File: config.mk
export PLATFORM = sky130hd
export DESIGN_NAME = motor_encoder_feedback_tracker_top
export DESIGN_NICKNAME = d
export VERILOG_FILES = /design/src/hdl/mef_pkg.sv /design/src/hdl/mef_slot_dec.sv /design/src/hdl/mef_slot_track.sv /design/src/hdl/motor_encoder_feedback_tracker_top.sv
export SDC_FILE = /design/constraint.sdc
export NUM_CORES = 2
export LEC_CHECK = 0
export ABC_AREA = 1
export BUFFER_PORTS_ARGS = -buffer_cell sky130_fd_sc_hd__buf_2
export CORE_ASPECT_RATIO = 0.8
export CORE_MARGIN = 2
export CORE_UTILIZATION = 55
export CTS_CLUSTER_DIAMETER = 150
export DETAILED_ROUTE_END_ITERATION = 10
export HOLD_SLACK_MARGIN = 0.02
export MAX_ROUTING_LAYER = met4
export PLACE_DENSITY = 0.75
export SLEW_MARGIN = 15
export SYNTH_ARGS = -nofsm -noshare
export SYNTH_HDL_FRONTEND = slang
export SYNTH_HIERARCHICAL = 1
export SYNTH_SLANG_ARGS = --single-unit
File: constraint.sdc
create_clock -name aclk -period 11.1 [get_ports aclk]
set_input_delay 2.22 -clock aclk [delete_from_list [all_inputs] [get_ports aclk]]
set_output_delay 2.22 -clock aclk [all_outputs]
set_load 0.03 [all_outputs]
File: src/hdl/mef_pkg.sv
// Shared types and constants for the motor encoder feedback tracker.
// No dependencies; imported by every module of the block.
`default_nettype none

package mef_pkg;

    localparam int CFG_INDEX_W = 2;
    localparam int CFG_DATA_W  = 11;
    localparam int ID_W        = 11;
    localparam int ENC_W       = 16;
    localparam int TURN_W      = 32;
    localparam int ANGLE_W     = 32;
    localparam int COUNT_W     = 8;
    localparam int SLOT_OUT_W  = 4;
    localparam int ENC_BITS    = 13;

    localparam logic [CFG_INDEX_W-1:0] REG_CHASSIS_BASE = 2'd0;
    localparam logic [CFG_INDEX_W-1:0] REG_LIFT_BASE    = 2'd1;
    localparam logic [CFG_INDEX_W-1:0] REG_TURRET_BASE  = 2'd2;
    localparam logic [CFG_INDEX_W-1:0] REG_CALIB_FRAMES = 2'd3;

    localparam logic [ID_W-1:0]    CHASSIS_BASE_RST = 11'd513;
    localparam logic [ID_W-1:0]    LIFT_BASE_RST    = 11'd517;
    localparam logic [ID_W-1:0]    TURRET_BASE_RST  = 11'd517;
    localparam logic [COUNT_W-1:0] CALIB_FRAMES_RST = 8'd50;

    localparam logic [COUNT_W-1:0] COUNT_MAX = 8'd255;
    localparam logic signed [ENC_W:0] HALF_TURN_POS = 17'sd4096;
    localparam logic signed [ENC_W:0] HALF_TURN_NEG = -17'sd4096;

    localparam logic ACTION_FRAME = 1'b0;
    localparam logic ACTION_ZERO  = 1'b1;

    typedef struct packed {
        logic [ID_W-1:0]    chassis_base_id;
        logic [ID_W-1:0]    lift_base_id;
        logic [ID_W-1:0]    turret_base_id;
        logic [COUNT_W-1:0] calib_frames;
    } mef_cfg_t;

    typedef struct packed {
        logic               action;
        logic               bus;
        logic [ID_W-1:0]    can_id;
        logic [ENC_W-1:0]   encoder_raw;
        logic signed [15:0] speed_raw;
        logic signed [15:0] current_in;
        logic [7:0]         temperature;
    } mef_item_t;

    typedef struct packed {
        logic                      matched;
        logic [SLOT_OUT_W-1:0]     slot;
        logic                      calibrating;
        logic signed [ANGLE_W-1:0] relative_angle;
        logic signed [ANGLE_W-1:0] absolute_angle;
        logic signed [15:0]        speed_out;
        logic signed [15:0]        current_out;
        logic [7:0]                temperature_out;
    } mef_result_t;

endpackage

`default_nettype wire

File: src/hdl/mef_slot_dec.sv
// Bus and identifier to motor slot decoder.
// Depends on mef_pkg.
`default_nettype none

module mef_slot_dec
    import mef_pkg::*;
#(
    parameter int CHASSIS_MOTORS = 4,
    parameter int LIFT_MOTORS    = 3,
    parameter int TURRET_MOTORS  = 2,
    localparam int SLOT_COUNT    = CHASSIS_MOTORS + LIFT_MOTORS + TURRET_MOTORS,
    localparam int SLOT_W        = $clog2(SLOT_COUNT)
) (
    input  mef_cfg_t          cfg,
    input  logic              bus,
    input  logic [ID_W-1:0]   can_id,
    output logic              matched,
    output logic [SLOT_W-1:0] slot_idx
);

    logic [ID_W-1:0] d_chassis;
    logic [ID_W-1:0] d_lift;
    logic [ID_W-1:0] d_turret;
    logic            hit_chassis;
    logic            hit_lift;
    logic            hit_turret;

    assign d_chassis = can_id - cfg.chassis_base_id;
    assign d_lift    = can_id - cfg.lift_base_id;
    assign d_turret  = can_id - cfg.turret_base_id;

    assign hit_chassis = (can_id >= cfg.chassis_base_id) && (d_chassis < ID_W'(CHASSIS_MOTORS));
    assign hit_lift    = (can_id >= cfg.lift_base_id) && (d_lift < ID_W'(LIFT_MOTORS));
    assign hit_turret  = (can_id >= cfg.turret_base_id) && (d_turret < ID_W'(TURRET_MOTORS));

    always_comb begin
        matched  = 1'b0;
        slot_idx = '0;
        if (!bus) begin
            if (hit_chassis) begin
                matched  = 1'b1;
                slot_idx = SLOT_W'(d_chassis);
            end else if (hit_lift) begin
                matched  = 1'b1;
                slot_idx = SLOT_W'(CHASSIS_MOTORS) + SLOT_W'(d_lift);
            end
        end else if (hit_turret) begin
            matched  = 1'b1;
            slot_idx = SLOT_W'(CHASSIS_MOTORS + LIFT_MOTORS) + SLOT_W'(d_turret);
        end
    end

endmodule

`default_nettype wire

File: src/hdl/mef_slot_track.sv
// Per-slot encoder state with read-modify-write and combinational angle compute.
// Depends on mef_pkg.
`default_nettype none

module mef_slot_track
    import mef_pkg::*;
#(
    parameter int CHASSIS_MOTORS = 4,
    parameter int LIFT_MOTORS    = 3,
    parameter int TURRET_MOTORS  = 2,
    localparam int SLOT_COUNT    = CHASSIS_MOTORS + LIFT_MOTORS + TURRET_MOTORS,
    localparam int SLOT_W        = $clog2(SLOT_COUNT)
) (
    input  logic              aclk,
    input  logic              aresetn,
    input  logic              advance,
    input  mef_cfg_t          cfg,
    input  mef_item_t         item,
    input  logic              matched,
    input  logic [SLOT_W-1:0] slot_idx,
    output mef_result_t       result
);

    logic [COUNT_W-1:0] frame_count_reg  [SLOT_COUNT];
    logic [ENC_W-1:0]   encoder_now_reg  [SLOT_COUNT];
    logic [ENC_W-1:0]   encoder_prev_reg [SLOT_COUNT];
    logic [TURN_W-1:0]  turn_count_reg   [SLOT_COUNT];
    logic [ENC_W-1:0]   zero_offset_reg  [SLOT_COUNT];

    logic [COUNT_W-1:0] fc_cur;
    logic [ENC_W-1:0]   en_cur;
    logic [TURN_W-1:0]  tc_cur;
    logic [ENC_W-1:0]   zo_cur;

    logic [COUNT_W-1:0] fc_next;
    logic [ENC_W-1:0]   en_next;
    logic [ENC_W-1:0]   ep_next;
    logic [TURN_W-1:0]  tc_next;
    logic [ENC_W-1:0]   zo_next;

    logic signed [ENC_W:0]  diff;
    logic                   calib;
    logic [ANGLE_W-1:0]     base;

    assign fc_cur = frame_count_reg[slot_idx];
    assign en_cur = encoder_now_reg[slot_idx];
    assign tc_cur = turn_count_reg[slot_idx];
    assign zo_cur = zero_offset_reg[slot_idx];

    assign diff = $signed({1'b0, item.encoder_raw}) - $signed({1'b0, en_cur});

    always_comb begin
        fc_next = fc_cur;
        en_next = en_cur;
        ep_next = encoder_prev_reg[slot_idx];
        tc_next = tc_cur;
        zo_next = zo_cur;
        calib   = 1'b0;
        if (item.action == ACTION_ZERO) begin
            zo_next = en_cur;
            ep_next = en_cur;
            tc_next = '0;
        end else if (fc_cur <= cfg.calib_frames) begin
            if (fc_cur != COUNT_MAX) begin
                fc_next = fc_cur + 1'b1;
            end
            en_next = item.encoder_raw;
            zo_next = item.encoder_raw;
            calib   = 1'b1;
        end else begin
            ep_next = en_cur;
            en_next = item.encoder_raw;
            if (diff > HALF_TURN_POS) begin
                tc_next = tc_cur - 1'b1;
            end else if (diff < HALF_TURN_NEG) begin
                tc_next = tc_cur + 1'b1;
            end
        end
    end

    assign base = {tc_next[ANGLE_W-ENC_BITS-1:0], {ENC_BITS{1'b0}}}
                + {{(ANGLE_W-ENC_W){1'b0}}, en_next};

    always_comb begin
        result = '0;
        if (matched) begin
            result.matched        = 1'b1;
            result.slot           = SLOT_OUT_W'(slot_idx);
            result.calibrating    = calib;
            result.relative_angle = base - {{(ANGLE_W-ENC_W){1'b0}}, zo_next};
            result.absolute_angle = base;
            if (item.action == ACTION_FRAME && !calib) begin
                result.speed_out       = item.speed_raw;
                result.current_out     = item.current_in;
                result.temperature_out = item.temperature;
            end
        end
    end

    always_ff @(posedge aclk) begin
        if (!aresetn) begin
            for (int i = 0; i < SLOT_COUNT; i++) begin
                frame_count_reg[i]  <= '0;
                encoder_now_reg[i]  <= '0;
                encoder_prev_reg[i] <= '0;
                turn_count_reg[i]   <= '0;
                zero_offset_reg[i]  <= '0;
            end
        end else if (advance && matched) begin
            frame_count_reg[slot_idx]  <= fc_next;
            encoder_now_reg[slot_idx]  <= en_next;
            encoder_prev_reg[slot_idx] <= ep_next;
            turn_count_reg[slot_idx]   <= tc_next;
            zero_offset_reg[slot_idx]  <= zo_next;
        end
    end

endmodule

`default_nettype wire

File: src/hdl/motor_encoder_feedback_tracker_top.sv
// Top level of the motor encoder feedback tracker: stream ports, configuration
// registers, input and result registers. Depends on mef_pkg, mef_slot_dec,
// mef_slot_track.
//
// Usage:
//   s_ channel carries one feedback frame or zero request per transfer; m_
//   channel returns exactly one result per accepted item, in order. A frame
//   whose bus and identifier select no motor slot returns an all-zero result.
//   cfg_ channel writes the four configuration registers by index; it is
//   always ready and must only be used while the block is idle.
//   Path: an input transfer fills the input register; its result is then
//   loaded into the result register, from which it is offered on m_.
//   Throughput: one item per cycle while m_ is not stalled; each slot's
//   state is read, updated and written back between the two registers.
//   Reset: aresetn low clears all slot state, both valid flags and loads
//   the configuration defaults.
//   Stall: when m_tready is low the result register holds, the input
//   register still fills, and s_tready drops once both are occupied.
`default_nettype none

module motor_encoder_feedback_tracker_top
    import mef_pkg::*;
#(
    parameter int CHASSIS_MOTORS = 4,
    parameter int LIFT_MOTORS    = 3,
    parameter int TURRET_MOTORS  = 2
) (
    input  logic                   aclk,
    input  logic                   aresetn,

    input  logic                   cfg_valid,
    output logic                   cfg_ready,
    input  logic [CFG_INDEX_W-1:0] cfg_index,
    input  logic [CFG_DATA_W-1:0]  cfg_data,

    input  logic                   s_tvalid,
    output logic                   s_tready,
    // can_id[10:0], encoder_raw[26:11], speed_raw[42:27], current_in[58:43],
    // temperature[66:59], zero pad[71:67]
    input  logic [71:0]            s_tdata,
    // action[0], bus[1]
    input  logic [1:0]             s_tuser,

    output logic                   m_tvalid,
    input  logic                   m_tready,
    // slot[3:0], relative_angle[35:4], absolute_angle[67:36], speed_out[83:68],
    // current_out[99:84], temperature_out[107:100], zero pad[111:108]
    output logic [111:0]           m_tdata,
    // matched[0], calibrating[1]
    output logic [1:0]             m_tuser
);

    localparam int SLOT_COUNT = CHASSIS_MOTORS + LIFT_MOTORS + TURRET_MOTORS;
    localparam int SLOT_W     = $clog2(SLOT_COUNT);

    mef_cfg_t    cfg_reg;
    mef_item_t   item_reg;
    logic        item_valid_reg;
    mef_result_t result_reg;
    logic        result_valid_reg;

    mef_result_t       result_next;
    logic              matched;
    logic [SLOT_W-1:0] slot_idx;
    logic              advance;

    assign cfg_ready = 1'b1;

    always_ff @(posedge aclk) begin
        if (!aresetn) begin
            cfg_reg.chassis_base_id <= CHASSIS_BASE_RST;
            cfg_reg.lift_base_id    <= LIFT_BASE_RST;
            cfg_reg.turret_base_id  <= TURRET_BASE_RST;
            cfg_reg.calib_frames    <= CALIB_FRAMES_RST;
        end else if (cfg_valid && cfg_ready) begin
            case (cfg_index)
                REG_CHASSIS_BASE: cfg_reg.chassis_base_id <= cfg_data;
                REG_LIFT_BASE:    cfg_reg.lift_base_id    <= cfg_data;
                REG_TURRET_BASE:  cfg_reg.turret_base_id  <= cfg_data;
                REG_CALIB_FRAMES: cfg_reg.calib_frames    <= cfg_data[COUNT_W-1:0];
                default: ;
            endcase
        end
    end

    assign advance  = item_valid_reg && (!result_valid_reg || m_tready);
    assign s_tready = !item_valid_reg || advance;

    always_ff @(posedge aclk) begin
        if (!aresetn) begin
            item_valid_reg <= 1'b0;
        end else if (s_tready) begin
            item_valid_reg <= s_tvalid;
        end
    end

    always_ff @(posedge aclk) begin
        if (s_tvalid && s_tready) begin
            item_reg.action      <= s_tuser[0];
            item_reg.bus         <= s_tuser[1];
            item_reg.can_id      <= s_tdata[10:0];
            item_reg.encoder_raw <= s_tdata[26:11];
            item_reg.speed_raw   <= s_tdata[42:27];
            item_reg.current_in  <= s_tdata[58:43];
            item_reg.temperature <= s_tdata[66:59];
        end
    end

    mef_slot_dec #(
        .CHASSIS_MOTORS (CHASSIS_MOTORS),
        .LIFT_MOTORS    (LIFT_MOTORS),
        .TURRET_MOTORS  (TURRET_MOTORS)
    ) u_slot_dec (
        .cfg      (cfg_reg),
        .bus      (item_reg.bus),
        .can_id   (item_reg.can_id),
        .matched  (matched),
        .slot_idx (slot_idx)
    );

    mef_slot_track #(
        .CHASSIS_MOTORS (CHASSIS_MOTORS),
        .LIFT_MOTORS    (LIFT_MOTORS),
        .TURRET_MOTORS  (TURRET_MOTORS)
    ) u_slot_track (
        .aclk     (aclk),
        .aresetn  (aresetn),
        .advance  (advance),
        .cfg      (cfg_reg),
        .item     (item_reg),
        .matched  (matched),
        .slot_idx (slot_idx),
        .result   (result_next)
    );

    always_ff @(posedge aclk) begin
        if (!aresetn) begin
            result_valid_reg <= 1'b0;
        end else if (advance) begin
            result_valid_reg <= 1'b1;
        end else if (m_tready) begin
            result_valid_reg <= 1'b0;
        end
    end

    always_ff @(posedge aclk) begin
        if (advance) begin
            result_reg <= result_next;
        end
    end

    assign m_tvalid = result_valid_reg;
    assign m_tuser  = {result_reg.calibrating, result_reg.matched};
    assign m_tdata  = {4'b0,
                       result_reg.temperature_out,
                       result_reg.current_out,
                       result_reg.speed_out,
                       result_reg.absolute_angle,
                       result_reg.relative_angle,
                       result_reg.slot};

endmodule

`default_nettype wire

# After elaboration in Yosys (flattened, before gate mapping)
# Memories as Yosys holds them, arrays and structs flattened.
# Index checks and enable logic that the tools add are counted.
[classes]
addsub = 11
magnitude_cmp = 9
n_eq_ne = 4
mux = 40
bitwise_logic = 1
reduce_logical = 23
[op_table]
columns = ["operator", "n"]
rows = [
  ["32-bit 2-to-1 mux", 5],
  ["110-bit 2-to-1 mux", 1],
  ["16-bit 2-to-1 mux", 5],
  ["40-bit 2-to-1 mux", 1],
  ["11-bit >= comparator", 3],
  ["11-bit subtractor", 3],
  ["32-bit by 1-bit adder with 32-bit output (second input constant)", 1],
  ["32-bit by 16-bit adder with 32-bit output", 1],
  ["4-bit 2-to-1 mux", 8],
  ["8-bit 2-to-1 mux", 4],
  ["16-bit OR reduction", 2],
  ["32-bit OR reduction", 1],
  ["32-bit by 1-bit subtractor with 32-bit output (second input constant)", 1],
  ["32-bit by 16-bit subtractor with 32-bit output", 1],
  ["11-bit by 2-bit less-than comparator with 1-bit output (second input constant)", 2],
  ["17-bit by 14-bit > comparator with 1-bit output (second input constant)", 1],
  ["17-bit by 13-bit less-than comparator with 1-bit output (second input constant)", 1],
  ["16-bit by 16-bit subtractor with 17-bit output", 1],
  ["1-bit 2-to-1 mux", 16],
  ["11-bit by 3-bit less-than comparator with 1-bit output (second input constant)", 1],
  ["2-bit AND reduction", 5],
  ["3-bit by 4-bit adder with 4-bit output (first input constant)", 2],
  ["8-bit by 1-bit adder with 8-bit output (second input constant)", 1],
  ["8-bit less-or-equal comparator", 1],
  ["10 further kinds", 20],
]
[word_totals]
reg_bits = 222
ramBits = 648
inputBits = 92
word_cells = 113
n_memories = 4
[mem_list]
columns = ["memory", "words", "width", "read_ports", "rd_ports_with_merged_regs", "wr", "line_no", "text"]
rows = [
  ["u_slot_track.turn_count_reg", 9, 32, 1, 0, 9, "mef_slot_track.sv:27", "logic [TURN_W-1:0] turn_count_reg [SLOT_COUNT];"],
  ["u_slot_track.encoder_now_reg", 9, 16, 1, 0, 9, "mef_slot_track.sv:25", "logic [ENC_W-1:0] encoder_now_reg [SLOT_COUNT];"],
  ["u_slot_track.zero_offset_reg", 9, 16, 1, 0, 9, "mef_slot_track.sv:28", "logic [ENC_W-1:0] zero_offset_reg [SLOT_COUNT];"],
  ["u_slot_track.frame_count_reg", 9, 8, 1, 0, 9, "mef_slot_track.sv:24", "logic [COUNT_W-1:0] frame_count_reg [SLOT_COUNT];"],
]

# Longest topological paths before layout
# An unclocked memory read counts as a cell.
[logic_depth]
word_depth = 16
ltp_mapped = 71
depth_no_buf = 62

# Hierarchy
# The synthesis kept the hierarchy.
[by_module_without_submodules]
columns = ["module", "n_inst", "cells_per_inst", "area_per_inst_um2"]
rows = [
  ["mef_slot_track", 1, 4107, 43595.6],
  ["motor_encoder_feedback_tracker_top", 1, 447, 7183.1],
  ["mef_slot_dec", 1, 416, 2198.4],
]

# Worst setup path before layout
# OpenSTA, ideal clock, no wires.
[synth_timing]
path_type = "input to register"
startpoint = "input port m_tready"
endpoint = "memory u_slot_track.encoder_now_reg[11][0], enable pin"
t_arrival_ps = 11192
required_ps = 10624
setup_slack_ps = -568
stages = 6
path_buffers = 0
path_cell_list = "inv_1 a21oi_1 nand3_1 nor2_1 inv_1 nor2_1"
[synth_lines]
columns = ["item", "line_no", "text"]
rows = [
  ["start: declaration", "motor_encoder_feedback_tracker_top.sv:45", "input logic m_tready,"],
  ["end: declaration", "mef_slot_track.sv:25", ""],
]

# Worst setup path in the final report
[layout_timing]
startpoint = "register item_reg[57] (netlist name)"
endpoint = "register result_reg, in the netlist m_tdata[35], data pin"
[layout_between]
word_cells_on_any_way = 41
cone_classes = "add/sub: 10; order compare: 9; mux: 15; reduce/logical: 3; memory: 4"
[layout_lines]
columns = ["item", "line_no", "text"]
rows = [
  ["11-bit subtractor", "mef_slot_dec.sv:29", "assign d_lift = can_id - cfg.lift_base_id;"],
  ["11-bit by 2-bit less-than comparator with 1-bit output", "mef_slot_dec.sv:33", "assign hit_lift = (can_id >= cfg.lift_base_id) && (d_lift < ID_W'(LIFT_MOTORS));"],
  ["1-bit logical AND", "mef_slot_dec.sv:33", ""],
  ["4-bit 2-to-1 mux", "mef_slot_dec.sv:43", "end else if (hit_lift) begin"],
  ["4-bit 2-to-1 mux", "mef_slot_dec.sv:40", "if (hit_chassis) begin"],
  ["4-bit 2-to-1 mux (*)", "mef_slot_dec.sv:39", "if (!bus) begin"],
  ["named net slot_idx[0]", "motor_encoder_feedback_tracker_top.sv:64", "logic [SLOT_W-1:0] slot_idx;"],
  ["memory 9 x 8 bit", "--", ""],
  ["8-bit less-or-equal comparator", "mef_slot_track.sv:63", "end else if (fc_cur <= cfg.calib_frames) begin"],
  ["16-bit 2-to-1 mux", "mef_slot_track.sv:63", ""],
  ["16-bit 2-to-1 mux (*)", "mef_slot_track.sv:59", "if (item.action == ACTION_ZERO) begin"],
  ["named net u_slot_track.zo_next[2]", "mef_slot_track.sv:39", "logic [ENC_W-1:0] zo_next;"],
  ["32-bit by 16-bit subtractor with 32-bit output (*)", "mef_slot_track.sv:90", "result.relative_angle = base - {{(ANGLE_W-ENC_W){1'b0}}, zo_next};"],
  ["end signal: assignment", "motor_encoder_feedback_tracker_top.sv:148", "result_reg <= result_next;"],
  ["end: declaration", "motor_encoder_feedback_tracker_top.sv:59", "mef_result_t result_reg;"],
]
# Mark *: on every way through the listed nets, which the timed path passes. The rest lies on a longest branch.
# A chain may end at the register's enable or synchronous reset.

==> impl_metrics.json <==
{
  "outcome": "complete, no violations",
  "place_ws_ns": 0.0121,
  "timing.critical_path.mode_cell": "nand2_1",
  "power_mw": 9.52,
  "worstPathArrival_ns": 10.94,
  "start_kind": "register",
  "dieArea_sq_um": 98800,
  "nNetsFinal": 5321,
  "wl_per_cell_microns": 23.8,
  "synth_seq_area_share_pct": 65.3,
  "fillCellCount": 7319,
  "ys_seq_elements": 1166,
  "yosysTopAreaCell": "edfxtp_1",
  "yosys_warnings": 6,
  "syn2layout_area_growth_pct": 11.5,
  "synth_area_per_cell_sq_um": 10.7,
  "layout.cells.most_common": "edfxtp_1",
  "peakVddDrop_mv": 0.136,
  "cts.clk_slew.worst_paths_ns": 0.07,
  "netlist_instances": 4970,
  "portBuffers": 198,
  "layout_common_cells": "1123 x edfxtp_1, 1060 x nand2_1, 773 x nor2_1",
  "hold_buffers": 0,
  "hold_path.class": "register to register",
  "dp_hpwl_microns": 87600,
  "drt_iter0_drc": 6054,
  "slew_headroom_pct": 18.0,
  "start_util_pct": 55.7,
  "synth.area.top_cells": "edfxtp_1 64%, nand2_1 7.6%, nor2_1 5.6%, a22oi_1 5.3%, inv_1 2.9%",
  "fin_crit_sh_pct": 94.3,
  "overflow": 0,
  "max_stage_delay_ns": 0.63,
  "netlist_area_sq_um": 53000,
  "die_w_microns": 351,
  "cts_buffers": 112,
  "critPathCaptureType": "register",
  "fin_skew_ns": 0.0286,
  "ant_nets": 0,
  "grt_pass1_vias": 37100,
  "cts_tree": "built",
  "hold_violations": 0,
  "dr.pass1.iters": 6,
  "grt_max_degree": 78,
  "post-route-util_pct": 62.1,
  "period_needed_ns": 10.47,
  "hold_ws_ns": 0.470,
  "worstMarginPinSlew_ns": 1.23,
  "cts.sinks": 1166,
  "drive_gt1_share_pct": 13.0,
  "finalSetupViolCount": 0,
  "p_per_area_nw_per_um2": 161,
  "cp_max_fo": 58,
  "antenna_found_initial": 2,
  "htree_num_levels": 3,
  "setup.worst_path.class": "register to register",
  "coreArea_sq_um": 95200,
  "grt_pass1_wl_microns": 227000,
  "clkLatencyLatePin_ns": 0.70,
  "drt_wl_total_microns": 155000,
  "largest_reg_flops": 304,
  "gp_congestion": 0.958,
  "fin_tns_setup_ns": 0,
  "rrSetupSlack_ns": 0.63,
  "vias": 39200,
  "synth.distinct_cells": 58,
  "setup_ws_ns": 0.628,
  "die_h_microns": 282,
  "p_leak_nw": 23.2,
  "io_pins": 209,
  "clock-root-buffer": "clkbuf_16",
  "grt_setup_unrepaired": "no",
  "yosysTopAreaCellShare_pct": 63.7,
  "final_cells": 6526,
  "worstPathRequired_ns": 11.57,
  "cts.path.max_buffers": 3,
  "drv_cap": 0,
  "cp_slowest_cell": "or4_1",
  "place_inst": 6306,
  "drcViolationCount": 0,
  "grt.total_usage_pct": 31.9,
  "drv_slew": 0,
  "viasPerCell": 6.01,
  "fmax_mhz": 95.5,
  "dpl_cell_area_sq_um": 55400,
  "final_cell_area_sq_um": 59100,
  "rows": 101
}
-- report_power, final --
part / switching, mW / internal, mW
sequential: 0.0410 / 4.94
clock: 1.64 / 2.09
combinational: 0.594 / 0.215
total: 2.27 / 7.24
-- cells in the mapped netlist, drive strengths merged --
cell type	number
o41ai	2
a31o	1
xor2	18
nand4	55
inv	448
ha	80
a21o	1
and3	1
or2	33
and2	2
nor2	825
a211oi	2
clkbuf	116
o2111ai	2
edfxtp	1123
o211ai	3
o21ai	83
dfxtp	43
conb	2
o22ai	8
buf	131
a21oi	220
nand3	198
xnor2	5
nor3	17
clkinv	27
o21a	1
a21boi	2
nor4	1
a31oi	5
o221ai	1
o21bai	3
fa	6
a22oi	376
or4	16
nand3b	7
o31ai	1
nand2	1105
-- metal layers --
layer  GRT usage, %  vias to the layer above  part of all wire, %  wire [microns]
met5              -                        -                    0               0
met4           11.1                        0                  3.4            5340
met3           6.27                      372                   13           20200
met2           47.2                     2721                   45           69500
met1           44.2                    18700                   39           60300
li1               -                    17400                    -               -
-- cell families after synthesis --
kind of cell	synth area share, %
compound gates	8.67
buf+inv	5.63
simple gates	17.9
flops	65.3
xor+xnor	0.380
fa+ha+maj	2.12
other cells	0.0142
-- final cells by class --
class	instances	area, sq um	area share [%]
clock inverters	68	638	1.08
multi-input cells	3088	15600	26.5
flip-flops and latches	1166	34600	58.5
repair inverters	1	8.76	0.0148
repair buffers	299	1840	3.12
well taps	1287	1610	2.73
inverters	475	1810	3.06
diodes	4	10.0	0.0169
clock buffers	138	2930	4.96
-- worst max-delay path, delay by kind of cell (launching register included) --
kind                       cells  cell delay [ns]
buffers and inverters          7             1.29
adders and majority gates      3             1.21
AOI/OAI and AO/OA             13             2.79
DFF                            1             0.48
and+or+nand+nor               30             4.38
-- final timing paths --
check	startpoint	end	cells past startpoint
hold reg to reg	cfg_reg[19]	cfg_reg[19]	2
setup / recovery	item_reg[57]	m_tdata[35]	53
setup reg to reg	item_reg[57]	m_tdata[35]	53
hold / removal	cfg_reg[19]	cfg_reg[19]	2
-- timing repair --
item	in CTS	in global routing
endpoints found under the hold margin	0	0
setup endpoints to repair	1	18
pin swaps	1	4
cloned	1	3
gates resized for setup	0	14
buffers inserted	0	5
Note: power is estimated with default switching activity, not from simulation.
